File: src/hdl/fpp_pkg.sv
`timescale 1ns / 1ps
// ----------------------------------------------------------------------------
// fpp_pkg
// Shared types and constants of the FIFO page pool tag store.
// ----------------------------------------------------------------------------
package fpp_pkg;

  // access kinds carried on the input tuser
  typedef enum logic [1:0] {
    MODE_READ  = 2'd0,
    MODE_WRITE = 2'd1,
    MODE_CLEAR = 2'd2,
    MODE_TRIM  = 2'd3
  } mode_t;

  typedef enum logic [2:0] {
    ST_IDLE,
    ST_EXEC,
    ST_SCAN,
    ST_UPDATE,
    ST_SH_RD,
    ST_SH_WR,
    ST_RESP
  } state_t;

  // result flags handed from the sequencer to the output stage
  typedef struct packed {
    logic evicted;
    logic hit;
  } res_flags_t;

  localparam int CAP_W       = 5;
  localparam int CAP_RESET   = 16;
  localparam int MISS_W      = 32;
  localparam int APB_ADDR_W  = 3;
  localparam int APB_DATA_W  = 32;

endpackage

File: src/hdl/fpp_ram.sv
`timescale 1ns / 1ps
// ----------------------------------------------------------------------------
// fpp_ram
// Generic single write port, single read port RAM with registered read data.
// ----------------------------------------------------------------------------
module fpp_ram #(
  parameter int WIDTH = 24,
  parameter int DEPTH = 16,
  parameter int AW    = (DEPTH > 1) ? $clog2(DEPTH) : 1
) (
  input  logic             clk,
  input  logic             we,
  input  logic [AW-1:0]    waddr,
  input  logic [WIDTH-1:0] wdata,
  input  logic [AW-1:0]    raddr,
  output logic [WIDTH-1:0] rdata
);

  logic [WIDTH-1:0] mem [DEPTH];

  always_ff @(posedge clk) begin
    if (we) begin
      mem[waddr] <= wdata;
    end
    rdata <= mem[raddr];
  end

endmodule

File: src/hdl/fpp_cfg.sv
`timescale 1ns / 1ps
// ----------------------------------------------------------------------------
// fpp_cfg
// APB register file holding the pool capacity.
// ----------------------------------------------------------------------------
module fpp_cfg (
  input  logic                             clk,
  input  logic                             rst,
  input  logic                             psel,
  input  logic                             penable,
  input  logic                             pwrite,
  input  logic [fpp_pkg::APB_ADDR_W-1:0]   paddr,
  input  logic [fpp_pkg::APB_DATA_W-1:0]   pwdata,
  output logic [fpp_pkg::APB_DATA_W-1:0]   prdata,
  output logic                             pready,
  output logic [fpp_pkg::CAP_W-1:0]        pool_capacity
);
  import fpp_pkg::*;

  // bit 2 of the byte address selects the word; only word 0 exists
  logic sel_cap;

  assign pready  = 1'b1;
  assign sel_cap = ~paddr[APB_ADDR_W-1];

  always_ff @(posedge clk) begin
    if (rst) begin
      pool_capacity <= CAP_W'(CAP_RESET);
    end else if (psel && penable && pwrite && pready && sel_cap) begin
      pool_capacity <= pwdata[CAP_W-1:0];
    end
  end

  assign prdata = sel_cap ? APB_DATA_W'(pool_capacity) : '0;

endmodule

File: src/hdl/fpp_ctrl.sv
`timescale 1ns / 1ps
// ----------------------------------------------------------------------------
// fpp_ctrl
// Sequencer of the tag store: scans the ring of keys through one comparator,
// appends, evicts and compacts entries one RAM access per step.
// ----------------------------------------------------------------------------
module fpp_ctrl #(
  parameter int POOL_DEPTH = 16,
  parameter int KEY_BITS   = 24,
  parameter int CW         = $clog2(POOL_DEPTH + 1)
) (
  input  logic                        clk,
  input  logic                        rst,
  input  logic                        in_valid,
  output logic                        in_ready,
  input  fpp_pkg::mode_t              in_mode,
  input  logic [KEY_BITS-1:0]         in_key,
  input  logic [fpp_pkg::CAP_W-1:0]   cap_raw,
  output logic                        res_valid,
  input  logic                        res_ready,
  output fpp_pkg::res_flags_t         res_flags,
  output logic [KEY_BITS-1:0]         res_key,
  output logic [CW-1:0]               res_count,
  output logic [fpp_pkg::MISS_W-1:0]  res_misses
);
  import fpp_pkg::*;

  localparam int AW = (POOL_DEPTH > 1) ? $clog2(POOL_DEPTH) : 1;
  localparam int MW = (CW > CAP_W) ? CW : CAP_W;
  localparam logic [AW:0]   DEPTH_A = (AW + 1)'(POOL_DEPTH);
  localparam logic [MW-1:0] DEPTH_M = MW'(POOL_DEPTH);

  state_t              state, state_next;
  mode_t               mode;
  logic [KEY_BITS-1:0] key;
  logic [CW-1:0]       cap;
  logic [CW-1:0]       count;
  logic [AW-1:0]       head;
  logic [MISS_W-1:0]   misses;
  logic [CW-1:0]       rd_idx, cmp_idx, pos, j;
  logic                cmp_v, found;
  logic [KEY_BITS-1:0] oldest;
  res_flags_t          flags;
  logic [KEY_BITS-1:0] ev_key;

  logic                ram_we;
  logic [AW-1:0]       ram_waddr, ram_raddr;
  logic [KEY_BITS-1:0] ram_wdata, ram_q;
  logic                rd_issue;
  logic [CW-1:0]       rd_pos;
  logic                match;
  logic [MW-1:0]       cap_ext;
  logic [CW-1:0]       cap_eff;
  logic                last_cmp, sh_done;

  // ring position to RAM address; the sum is always below twice the depth
  function automatic logic [AW-1:0] wrap(input logic [AW:0] s);
    logic [AW:0] t;
    t = (s >= DEPTH_A) ? s - DEPTH_A : s;
    return t[AW-1:0];
  endfunction

  fpp_ram #(.WIDTH(KEY_BITS), .DEPTH(POOL_DEPTH), .AW(AW)) u_ram (
    .clk   (clk),
    .we    (ram_we),
    .waddr (ram_waddr),
    .wdata (ram_wdata),
    .raddr (ram_raddr),
    .rdata (ram_q)
  );

  // capacity of zero acts as one, above the depth acts as the depth
  always_comb begin
    cap_ext = MW'(cap_raw);
    if (cap_ext == '0) begin
      cap_ext = MW'(1);
    end else if (cap_ext > DEPTH_M) begin
      cap_ext = DEPTH_M;
    end
    cap_eff = cap_ext[CW-1:0];
  end

  assign match     = (ram_q == key);
  assign last_cmp  = ((CW + 1)'(cmp_idx) + (CW + 1)'(1)) == (CW + 1)'(count);
  assign sh_done   = ((CW + 1)'(j) + (CW + 1)'(2)) == (CW + 1)'(count);
  assign ram_raddr = wrap((AW + 1)'(head) + (AW + 1)'(rd_pos));

  always_ff @(posedge clk) begin
    if (rst) begin
      state <= ST_IDLE;
    end else begin
      state <= state_next;
    end
  end

  always_comb begin
    state_next = state;
    ram_we     = 1'b0;
    ram_waddr  = wrap((AW + 1)'(head) + (AW + 1)'(count));
    ram_wdata  = key;
    rd_issue   = 1'b0;
    rd_pos     = rd_idx;
    in_ready   = 1'b0;
    res_valid  = 1'b0;
    unique case (state)
      ST_IDLE: begin
        in_ready = 1'b1;
        if (in_valid) begin
          state_next = ST_EXEC;
        end
      end
      ST_EXEC: begin
        if (mode == MODE_CLEAR || mode == MODE_TRIM) begin
          state_next = ST_RESP;
        end else if (count == '0) begin
          state_next = ST_UPDATE;
        end else begin
          state_next = ST_SCAN;
        end
      end
      ST_SCAN: begin
        rd_issue = (rd_idx < count);
        if (cmp_v && (match || last_cmp)) begin
          state_next = ST_UPDATE;
        end
      end
      ST_UPDATE: begin
        if (mode == MODE_READ && !found) begin
          // slot after the newest; it is the freed oldest one only when every slot is in use
          ram_we     = 1'b1;
          state_next = ST_RESP;
        end else if (mode == MODE_WRITE && found &&
                     ((CW + 1)'(pos) + (CW + 1)'(1)) != (CW + 1)'(count)) begin
          state_next = ST_SH_RD;
        end else begin
          state_next = ST_RESP;
        end
      end
      ST_SH_RD: begin
        rd_issue   = 1'b1;
        rd_pos     = j + CW'(1);
        state_next = ST_SH_WR;
      end
      ST_SH_WR: begin
        ram_we     = 1'b1;
        ram_waddr  = wrap((AW + 1)'(head) + (AW + 1)'(j));
        ram_wdata  = ram_q;
        state_next = sh_done ? ST_RESP : ST_SH_RD;
      end
      ST_RESP: begin
        res_valid = 1'b1;
        if (res_ready) begin
          state_next = ST_IDLE;
        end
      end
      default: state_next = ST_IDLE;
    endcase
  end

  always_ff @(posedge clk) begin
    if (rst) begin
      count  <= '0;
      head   <= '0;
      misses <= '0;
      cmp_v  <= 1'b0;
    end else begin
      case (state)
        ST_IDLE: begin
          if (in_valid) begin
            mode <= in_mode;
            key  <= in_key;
            cap  <= cap_eff;
          end
        end
        ST_EXEC: begin
          flags  <= '0;
          ev_key <= '0;
          found  <= 1'b0;
          rd_idx <= '0;
          cmp_v  <= 1'b0;
          if (mode == MODE_CLEAR) begin
            count <= '0;
          end else if (mode == MODE_TRIM && count > cap) begin
            head  <= wrap((AW + 1)'(head) + (AW + 1)'(count - cap));
            count <= cap;
          end
        end
        ST_SCAN: begin
          if (rd_issue) begin
            rd_idx <= rd_idx + CW'(1);
          end
          cmp_v   <= rd_issue;
          cmp_idx <= rd_idx;
          if (cmp_v && cmp_idx == '0) begin
            oldest <= ram_q;
          end
          if (cmp_v && match) begin
            found <= 1'b1;
            pos   <= cmp_idx;
          end
        end
        ST_UPDATE: begin
          if (mode == MODE_READ) begin
            if (found) begin
              flags.hit <= 1'b1;
            end else begin
              if (misses != '1) begin
                misses <= misses + MISS_W'(1);
              end
              if (count >= cap) begin
                // drop oldest and append newest: occupancy unchanged
                flags.evicted <= 1'b1;
                ev_key        <= oldest;
                head          <= wrap((AW + 1)'(head) + (AW + 1)'(1));
              end else begin
                count <= count + CW'(1);
              end
            end
          end else if (found) begin
            flags.hit <= 1'b1;
            j         <= pos;
            if (((CW + 1)'(pos) + (CW + 1)'(1)) == (CW + 1)'(count)) begin
              count <= count - CW'(1);
            end
          end
        end
        ST_SH_WR: begin
          if (sh_done) begin
            count <= count - CW'(1);
          end else begin
            j <= j + CW'(1);
          end
        end
        default: ;
      endcase
    end
  end

  assign res_flags  = flags;
  assign res_key    = ev_key;
  assign res_count  = count;
  assign res_misses = misses;

  a_count_bound: assert property (@(posedge clk) disable iff (rst)
    count <= CW'(POOL_DEPTH))
    else $error("occupancy above pool depth");

  a_miss_monotonic: assert property (@(posedge clk) disable iff (rst)
    !$past(rst) |-> misses >= $past(misses))
    else $error("miss counter went backwards");

  a_read_nonempty: assert property (@(posedge clk) disable iff (rst)
    (state == ST_RESP && mode == MODE_READ) |-> count != '0)
    else $error("pool empty after read access");

  a_clear_empty: assert property (@(posedge clk) disable iff (rst)
    (state == ST_RESP && mode == MODE_CLEAR) |-> count == '0)
    else $error("pool not empty after clear");

  a_trim_fits: assert property (@(posedge clk) disable iff (rst)
    (state == ST_RESP && mode == MODE_TRIM) |-> count <= cap)
    else $error("pool above capacity after trim");

  a_evict_on_miss: assert property (@(posedge clk) disable iff (rst)
    (state == ST_RESP && flags.evicted) |-> (mode == MODE_READ && !flags.hit))
    else $error("eviction outside a read miss");

endmodule

File: src/hdl/fifo_page_pool_tags_top.sv
`timescale 1ns / 1ps
// ----------------------------------------------------------------------------
// fifo_page_pool_tags_top
// Tag store of a fully associative page pool with FIFO replacement.
// ----------------------------------------------------------------------------
// Each input item carries a mode on s_tuser and a key (table id, page index)
// on s_tdata; each item yields exactly one result item on the m_ side with
// hit/evicted flags, the evicted key, the occupancy and the miss counter.
// One item is worked at a time; s_tready is high only while the sequencer is
// idle. The keys sit in a ring buffer RAM read through one comparator:
//   clear, trim            : no scan, straight from accept to result
//   read/write, n resident : a scan of up to n keys (one key compared per cycle)
//   write hit at position p: the scan, then each key after p moved down one slot
// A finished result waits in the output register; while m_tready is low the
// next item can be taken and worked, and its result is held in the sequencer
// until the register frees.
// Reset empties the pool, clears the miss counter and sets the capacity to
// 16; the RAM needs no clearing pass. The capacity register (APB address 0)
// must be written only while the block is idle; the block does not enforce it.
// ----------------------------------------------------------------------------
module fifo_page_pool_tags_top #(
  parameter int POOL_DEPTH = 16,
  parameter int TABLE_BITS = 8,
  parameter int PAGE_BITS  = 16,
  parameter int KW         = TABLE_BITS + PAGE_BITS,
  parameter int CW         = $clog2(POOL_DEPTH + 1),
  parameter int IN_W       = ((KW + 7) / 8) * 8,
  parameter int OUT_W      = ((KW + CW + 32 + 7) / 8) * 8
) (
  input  logic                            clk,
  input  logic                            rst,
  // input items
  input  logic                            s_tvalid,
  output logic                            s_tready,
  input  logic [IN_W-1:0]                 s_tdata,  // table_id, page_index
  input  logic [1:0]                      s_tuser,  // mode
  // result items
  output logic                            m_tvalid,
  input  logic                            m_tready,
  output logic [OUT_W-1:0]                m_tdata,  // evicted_table, evicted_page,
                                                    // occupancy, miss_count
  output logic [1:0]                      m_tuser,  // hit, evicted
  // configuration
  input  logic                            psel,
  input  logic                            penable,
  input  logic                            pwrite,
  input  logic [fpp_pkg::APB_ADDR_W-1:0]  paddr,
  input  logic [fpp_pkg::APB_DATA_W-1:0]  pwdata,
  output logic [fpp_pkg::APB_DATA_W-1:0]  prdata,
  output logic                            pready
);
  import fpp_pkg::*;

  logic [CAP_W-1:0]  pool_capacity;
  logic [KW-1:0]     in_key;
  logic              res_valid, res_ready;
  res_flags_t        res_flags;
  logic [KW-1:0]     res_key;
  logic [CW-1:0]     res_count;
  logic [MISS_W-1:0] res_misses;

  // key is table id above page index
  assign in_key = {s_tdata[TABLE_BITS-1:0], s_tdata[TABLE_BITS +: PAGE_BITS]};

  fpp_cfg u_cfg (
    .clk           (clk),
    .rst           (rst),
    .psel          (psel),
    .penable       (penable),
    .pwrite        (pwrite),
    .paddr         (paddr),
    .pwdata        (pwdata),
    .prdata        (prdata),
    .pready        (pready),
    .pool_capacity (pool_capacity)
  );

  fpp_ctrl #(.POOL_DEPTH(POOL_DEPTH), .KEY_BITS(KW), .CW(CW)) u_ctrl (
    .clk        (clk),
    .rst        (rst),
    .in_valid   (s_tvalid),
    .in_ready   (s_tready),
    .in_mode    (mode_t'(s_tuser)),
    .in_key     (in_key),
    .cap_raw    (pool_capacity),
    .res_valid  (res_valid),
    .res_ready  (res_ready),
    .res_flags  (res_flags),
    .res_key    (res_key),
    .res_count  (res_count),
    .res_misses (res_misses)
  );

  assign res_ready = ~m_tvalid | m_tready;

  always_ff @(posedge clk) begin
    if (rst) begin
      m_tvalid <= 1'b0;
    end else if (res_valid && res_ready) begin
      m_tvalid <= 1'b1;
    end else if (m_tready) begin
      m_tvalid <= 1'b0;
    end
  end

  always_ff @(posedge clk) begin
    if (res_valid && res_ready) begin
      m_tdata <= OUT_W'({res_misses, res_count,
                         res_key[PAGE_BITS-1:0], res_key[KW-1:PAGE_BITS]});
      m_tuser <= {res_flags.evicted, res_flags.hit};
    end
  end

endmodule

File: config.mk
export PLATFORM = sky130hd
export DESIGN_NAME = fifo_page_pool_tags_top
export DESIGN_NICKNAME = d
export VERILOG_FILES = /design/src/hdl/fpp_pkg.sv /design/src/hdl/fpp_ram.sv /design/src/hdl/fpp_cfg.sv /design/src/hdl/fpp_ctrl.sv /design/src/hdl/fifo_page_pool_tags_top.sv
export SDC_FILE = /design/constraint.sdc
export NUM_CORES = 1
export LEC_CHECK = 0
export ABC_AREA = 0
export BUFFER_PORTS_ARGS = -buffer_cell sky130_fd_sc_hd__buf_2
export CAP_MARGIN = 20
export CORE_MARGIN = 1.5
export CORE_UTILIZATION = 40
export CTS_BUF_LIST = sky130_fd_sc_hd__clkbuf_8
export CTS_CLUSTER_DIAMETER = 200
export DETAILED_ROUTE_END_ITERATION = 8
export GPL_TIMING_DRIVEN = 0
export PLACE_DENSITY_LB_ADDON = 0.05
export SKIP_LAST_GASP = 1
export SYNTH_ARGS = -nofsm -noshare
export SYNTH_HDL_FRONTEND = slang
export SYNTH_HIERARCHICAL = 1
export SYNTH_SLANG_ARGS = --single-unit
File: constraint.sdc
create_clock -name clk -period 8.3 [get_ports clk]
set_input_delay 1.66 -clock clk [delete_from_list [all_inputs] [get_ports clk]]
set_output_delay 1.66 -clock clk [all_outputs]
set_load 0.02 [all_outputs]
==> metrics.yaml, run 1 <==
status: "finished clean"
cp.depth: 13
start_kind: "register"
synth_edf_count: 549
grt_max_degree: 64
finalMaxSlewViolations: 0
diodes: 0
postCtsSetupBuffers: 0
overflow: 0
post_dp_cell_area_um2: 27600
worstPathArrival_ns: 5.09
cp_max_fo: 10
cts_buffer_depth: 3
track_usage_pct: 20.1
setup_viol: 0
grt_pass1_wl_um: 93300
synth_flop_cell: "edfxtp_1"
clkPwrFrac_pct: 30.4
ys_warn_count: 6
hold_buffers: 0
reg2reg_slack_ns: 3.59
num_vias: 14000
fmax_mhz: 212
final_cell_mix: "edfxtp_1 (549), buf_2 (123), clkbuf_8 (121), mux4_2 (96), inv_1 (77)"
wire_per_inst_um: 23.6
portBuffers: 108
rows: 91
synth_seq_area_share_pct: 71.1
grt_antenna_before_repair: 0
area_growth_pct: 17.3
die_x_um: 254
p_total_uw: 8770
clk_latency_ns: 0.70
tritoncts: "yes"
crit_end: "u_ctrl/u_ram/mem[12][22]"
worstSetupStartpoint: "u_ctrl/state[1]"
cts_made_buffers: 105
final_common_cell: "edfxtp_1"
seqPwrFrac_pct: 45.1
cp_slowest_cell: "nor3_2"
syn_inst: 1481
layout-drive-gt1-share_pct: 27.2
crit_chain: "buf_6 -> nand3b_4 -> clkbuf_1 -> clkbuf_1 -> mux2_2 -> ha_1 -> a21o_1 -> a21oi_1 -> xnor2_1 -> xnor2_1 -> nand3_1 -> nor3_2 -> buf_6"
tightest_slew_ns: 1.17
endpoint_kind: "register"
cts.sinks: 624
reg2regPathDepth: 13
min_path_cells: 0
antenna_left: 0
clock-skew-final_ns: 0.0382
crit_family: "buffers and inverters"
powerDensity_nw_per_um2: 296
syn_area_per_cell_um2: 17.1
p_int_uw: 6020
via_per_inst: 5.22
final.period_utilization_pct: 56.7
maxSlewHeadroom_pct: 21.9
r2r_end: "u_ctrl/u_ram/mem[12][22]"
nNetsFinal: 1859
die_area_um2: 64700
synth_cell_types: 76
power_leakage_uw: 0.0104
cap_viol_max_count: 0
synthArstFlopShare_pct: 0
worst_ep_required_time_ns: 8.68
power.switching_uw: 2750
setup_tns_ns: 0
finalHoldViolations: 0
period_needed_ns: 4.71
globalplace.congestion: 0.822
ys_ff_latch: 624
hp-class: "register to register"
combPwrFrac_pct: 24.5
drtIter0Drc: 1000
root_buffer: "clkbuf_8"
reg2reg_from: "u_ctrl/state[1]"
max_stage_delay_ns: 0.74
first_global_vias: 14300
cts.reportedPaths.clkPinSlew_ns: 0.06
drtPass1Iterations: 5
core_area_um2: 62100
initial_utilization_pct: 40.7
drc: 0
cts_resized: 0
stdcell_area_um2: 29700
synth_area_um2: 25300
dp_hpwl_um: 42100
fill_cells: 5407
crit_buf_inv: 4
htree_levels: 3
dieHeight_um: 254
switching_share_pct: 31.3
rsz0062_at_grt: "false"
top_level_ports: 169
critPathKind: "register to register"
drt_wl_total_um: 63400
ir_worst_vdd_v: 0.000140
[per-stage QoR]
stage          cells  util (%)  hold slack [ns]  setup slack (ns)
6_report        2684      47.8            0.392              3.59
5_1_grt         2684      47.8            0.406              3.32
4_1_cts         2684      47.8            0.402              3.54
3_5_place_dp    2485      44.4            0.405              3.62
3_3_place_gp    2454      43.5            0.402             0.217
2_1_floorplan   1509         -            0.400              3.41
[cell usage after synthesis (32+ instances only)]
cell type	count	area share, %
and3_1	32	0.79
buf_4	33	0.98
nand3_1	32	0.63
xor2_1	41	1.4
clkbuf_1	44	0.65
xnor2_1	39	1.4
dfxtp_1	75	5.9
edfxtp_1	549	65
inv_1	33	0.49
nand2_1	58	0.86
a22oi_1	49	1.5
mux4_2	96	8.6
nor2_1	64	0.95
[power groups by stage]
| stage | Clock (uW) | Sequential (uW) | Combinational (uW) |
|---|---|---|---|
| global placement | 0 | 4030 | 2110 |
| finish | 2670 | 3960 | 2150 |
| CTS | 2750 | 3960 | 2180 |
| global route | 2880 | 3980 | 2330 |
| detailed placement | 0 | 4020 | 2170 |
| floorplan | 0 | 3960 | 1430 |
[worst min path at each step]
stage / startpoint / endpoint / slack, ns
after global placement: u_ctrl/res_key[1] / m_tdata[9] / 0.40
after CTS: u_ctrl/res_key[23] / m_tdata[7] / 0.40
after detailed placement: u_ctrl/res_key[2] / m_tdata[10] / 0.40
final: u_ctrl/res_key[23] / m_tdata[7] / 0.39
after global routing: u_ctrl/res_key[0] / m_tdata[8] / 0.41
after floorplan: u_ctrl/res_key[16] / m_tdata[0] / 0.40
[per-layer routing]
layer  GRT usage [%]  vias to the layer above  share of wire, %
met4            6.65                        0               2.5
met3            4.04                      104               4.9
met5               0                        -                 0
met2            32.4                      369                48
li1                -                     6341                 -
met1            27.2                     7201                45
[flip-flops by register name (all words and copies together), names as in the netlist, 24 cells and up]
| register | flops |
|---|---|
| u_ctrl/res_misses | 32 |
| m_tdata | 61 |
| u_ctrl/res_key | 24 |
| u_ctrl/key | 24 |
| u_ctrl/u_ram/rdata | 24 |
| u_ctrl/oldest | 24 |
| u_ctrl/u_ram/mem | 384 |
[final cells by class]
cell class | instances | area, um2 | share of cell area (%)
flip-flops and latches | 624 | 18000 | 60.6
multi-input cells | 754 | 6850 | 23.1
clock buffers | 121 | 1670 | 5.61
well taps | 837 | 1050 | 3.53
repair buffers | 139 | 1010 | 3.42
plain buffers | 98 | 561 | 1.89
clock inverters | 78 | 414 | 1.40
inverters | 33 | 124 | 0.418
[logic make-up (layout without fill, tap and decap cells)]
| kind of cell | after synthesis | count (layout) | synth area share, % |
|---|---|---|---|
| DFF | 624 | 624 | 71.1 |
| and+or+nand+nor | 311 | 311 | 6.70 |
| AOI/OAI and AO/OA | 163 | 163 | 4.54 |
| muxes | 133 | 133 | 10.2 |
| buffers and inverters | 131 | 469 | 2.71 |
| xor gates and xnor gates | 80 | 80 | 2.77 |
| adders and majority gates | 36 | 36 | 1.93 |
| other | 3 | 31 | 0.0445 |
Power figures use the tool's default switching activity.
==> inputs of run 2 (changes only) <==
==> constraint.sdc (replaced) <==
create_clock -name clk -period 4.6 [get_ports clk]
set_input_delay 0.92 -clock clk [delete_from_list [all_inputs] [get_ports clk]]
set_output_delay 0.92 -clock clk [all_outputs]
set_load 0.02 [all_outputs]
==> metrics.yaml, run 2 (synthesis gave the netlist of run 1 again) <==
largest_reg_flops: 384  # unchanged
area_growth_pct: 17.5
layout-drive-gt1-share_pct: 26.8  # -0.46 points
finalHoldViolations: 0  # unchanged
clk_latency_ns: 0.70  # about the same
setup_viol: 0  # unchanged
globalplace.congestion: 0.807  # -1.9%
nNetsFinal: 1858  # -0.054%
tightest_slew_ns: 1.05  # -0.119 ns
ir_worst_vdd_v: 0.000227  # +62%
drtIter0Drc: 1135  # +14%
cts_made_buffers: 107  # +1.9%
final.period_utilization_pct: 96.2  # +39 points
clock-skew-final_ns: 0.0273  # -0.0109 ns
dp_slack_ns: -0.220  # -3.84 ns
antenna_left: 0  # unchanged
post_dp_cell_area_um2: 27700  # +0.25%
period_needed_ns: 4.43  # -0.285 ns
max_flop_register: "u_ctrl/u_ram/mem"
final_common_cell: "edfxtp_1"
combPwrFrac_pct: 24.7  # +0.2 points
worst_ep_required_time_ns: 5.22  # -3.46 ns
endpoint_kind: "register"
cts_buffer_depth: 3  # unchanged
grt_antenna_before_repair: 1  # +1
drt_wl_total_um: 63500  # +0.15%
drtPass1Iterations: 4  # -1
setup_tns_ns: 0  # unchanged
clkPwrFrac_pct: 29.8  # -0.6 points
drc: 0  # unchanged
p_int_uw: 10800  # +79%
top_level_ports: 169  # unchanged
overflow: 0  # unchanged
power.switching_uw: 4920  # +79%
tritoncts: "yes"
rsz0062_at_grt: "false"
wire_per_inst_um: 23.6  # about the same
num_vias: 14000  # +0.10%
root_buffer: "clkbuf_8"
die_area_um2: 64700  # unchanged
core_area_um2: 62100  # unchanged
track_usage_pct: 20.0  # -0.071 points
powerDensity_nw_per_um2: 529  # +79%
final_cell_mix: "edfxtp_1 (549), buf_2 (122), clkbuf_8 (116), mux4_2 (96), inv_1 (81)"
critPathKind: "register to register"
grt_pass1_wl_um: 92900  # -0.34%
via_per_inst: 5.22  # about the same
cts.sinks: 624  # unchanged
first_global_vias: 14300  # +0.021%
power_leakage_uw: 0.0103  # -0.25%
maxSlewHeadroom_pct: 29.8  # +7.9 points
status: "finished clean"
finalMaxSlewViolations: 0  # unchanged
die_x_um: 254  # unchanged
dp_hpwl_um: 42000  # -0.27%
initial_utilization_pct: 40.7  # unchanged
worstPathArrival_ns: 5.04  # -0.05 ns
setup_slack_ns: 0.175  # -3.42 ns
dieHeight_um: 254  # unchanged
dp.cells: 2481  # -0.16%
switching_share_pct: 31.3  # about the same
cap_viol_max_count: 0  # unchanged
rows: 91  # unchanged
hp-class: "primary input to register"
final_util_pct: 47.9  # +0.067 points
htree_levels: 3  # unchanged
cts.reportedPaths.clkPinSlew_ns: 0.06  # about the same
start_kind: "register"
portBuffers: 108  # unchanged
seqPwrFrac_pct: 45.5  # +0.4 points
fmax_mhz: 226  # +6.4%
grt_max_degree: 64  # unchanged
stdcell_area_um2: 29700  # +0.14%
fin_cells: 2687  # +0.11%
hold_buffers: 0  # unchanged
cp_max_fo: 10  # unchanged
==> run 2: metal layers <==
layer  wire [um]  up-vias  track usage [%]
met4        1480        0             6.05
met1       27600     7162             26.9
li1            -     6346                -
met2       30700      417             32.7
met3        3740      104             4.16
met5           0        -                0
==> run 2: power groups by stage <==
stage / clock [uW] / combinational [uW] / sequential, uW
floorplan: 0 / 2580 / 7140
CTS: 4850 / 3940 / 7150
finish: 4680 / 3880 / 7150
detailed placement: 0 / 3930 / 7270
global route: 5070 / 4210 / 7180
global placement: 0 / 3800 / 7280
==> run 2: final timing paths <==
kind              slack [ns]               start  depth (start not counted)                      to
setup / recovery        0.17     u_ctrl/state[1]                         14  u_ctrl/u_ram/rdata[20]
hold / removal          0.39         s_tdata[14]                          1           u_ctrl/key[6]
setup reg to reg        0.17     u_ctrl/state[1]                         14  u_ctrl/u_ram/rdata[20]
hold reg to reg         0.41  u_ctrl/res_key[15]                          0             m_tdata[23]
==> run 2: per-stage QoR <==
stage / hold slack [ns] / power [uW]
final: 0.387 / 15700
after global routing: 0.334 / 16500
after CTS: 0.330 / 15900
after detailed placement: 0.405 / 11200
after global placement: 0.403 / 11100
after floorplan: 0.400 / 9720
==> run 2: layout make-up <==
type,instances,area [um2]
fillers,5357,32400
diodes,5,12.5
flip-flops and latches,624,18000
clock inverters,84,425
multi-input cells,754,6870
well taps,837,1050
plain buffers,97,562
inverters,33,124
repair buffers,137,1070
clock buffers,116,1600
==> run 2: critical path, cell delays in order (launching register included) <==
cell	delay (ns)
dfxtp_1	0.32
buf_6	0.14
clkbuf_1	0.52
nor2_1	0.08
nand2_1	0.24
mux2_2	0.41
ha_1	0.28
a21o_1	0.15
a21oi_1	0.18
xnor2_1	0.16
xnor2_1	0.14
nor2_1	0.59
clkbuf_1	0.73
a22oi_1	0.25
nand2_1	0.14
==> run 2: timing repair <==
action                                  4_1_cts  5_1_grt
endpoints found under the setup margin      125       20
gates resized for setup                       0       10
buffers inserted                              2        0
pin swaps                                     2        0
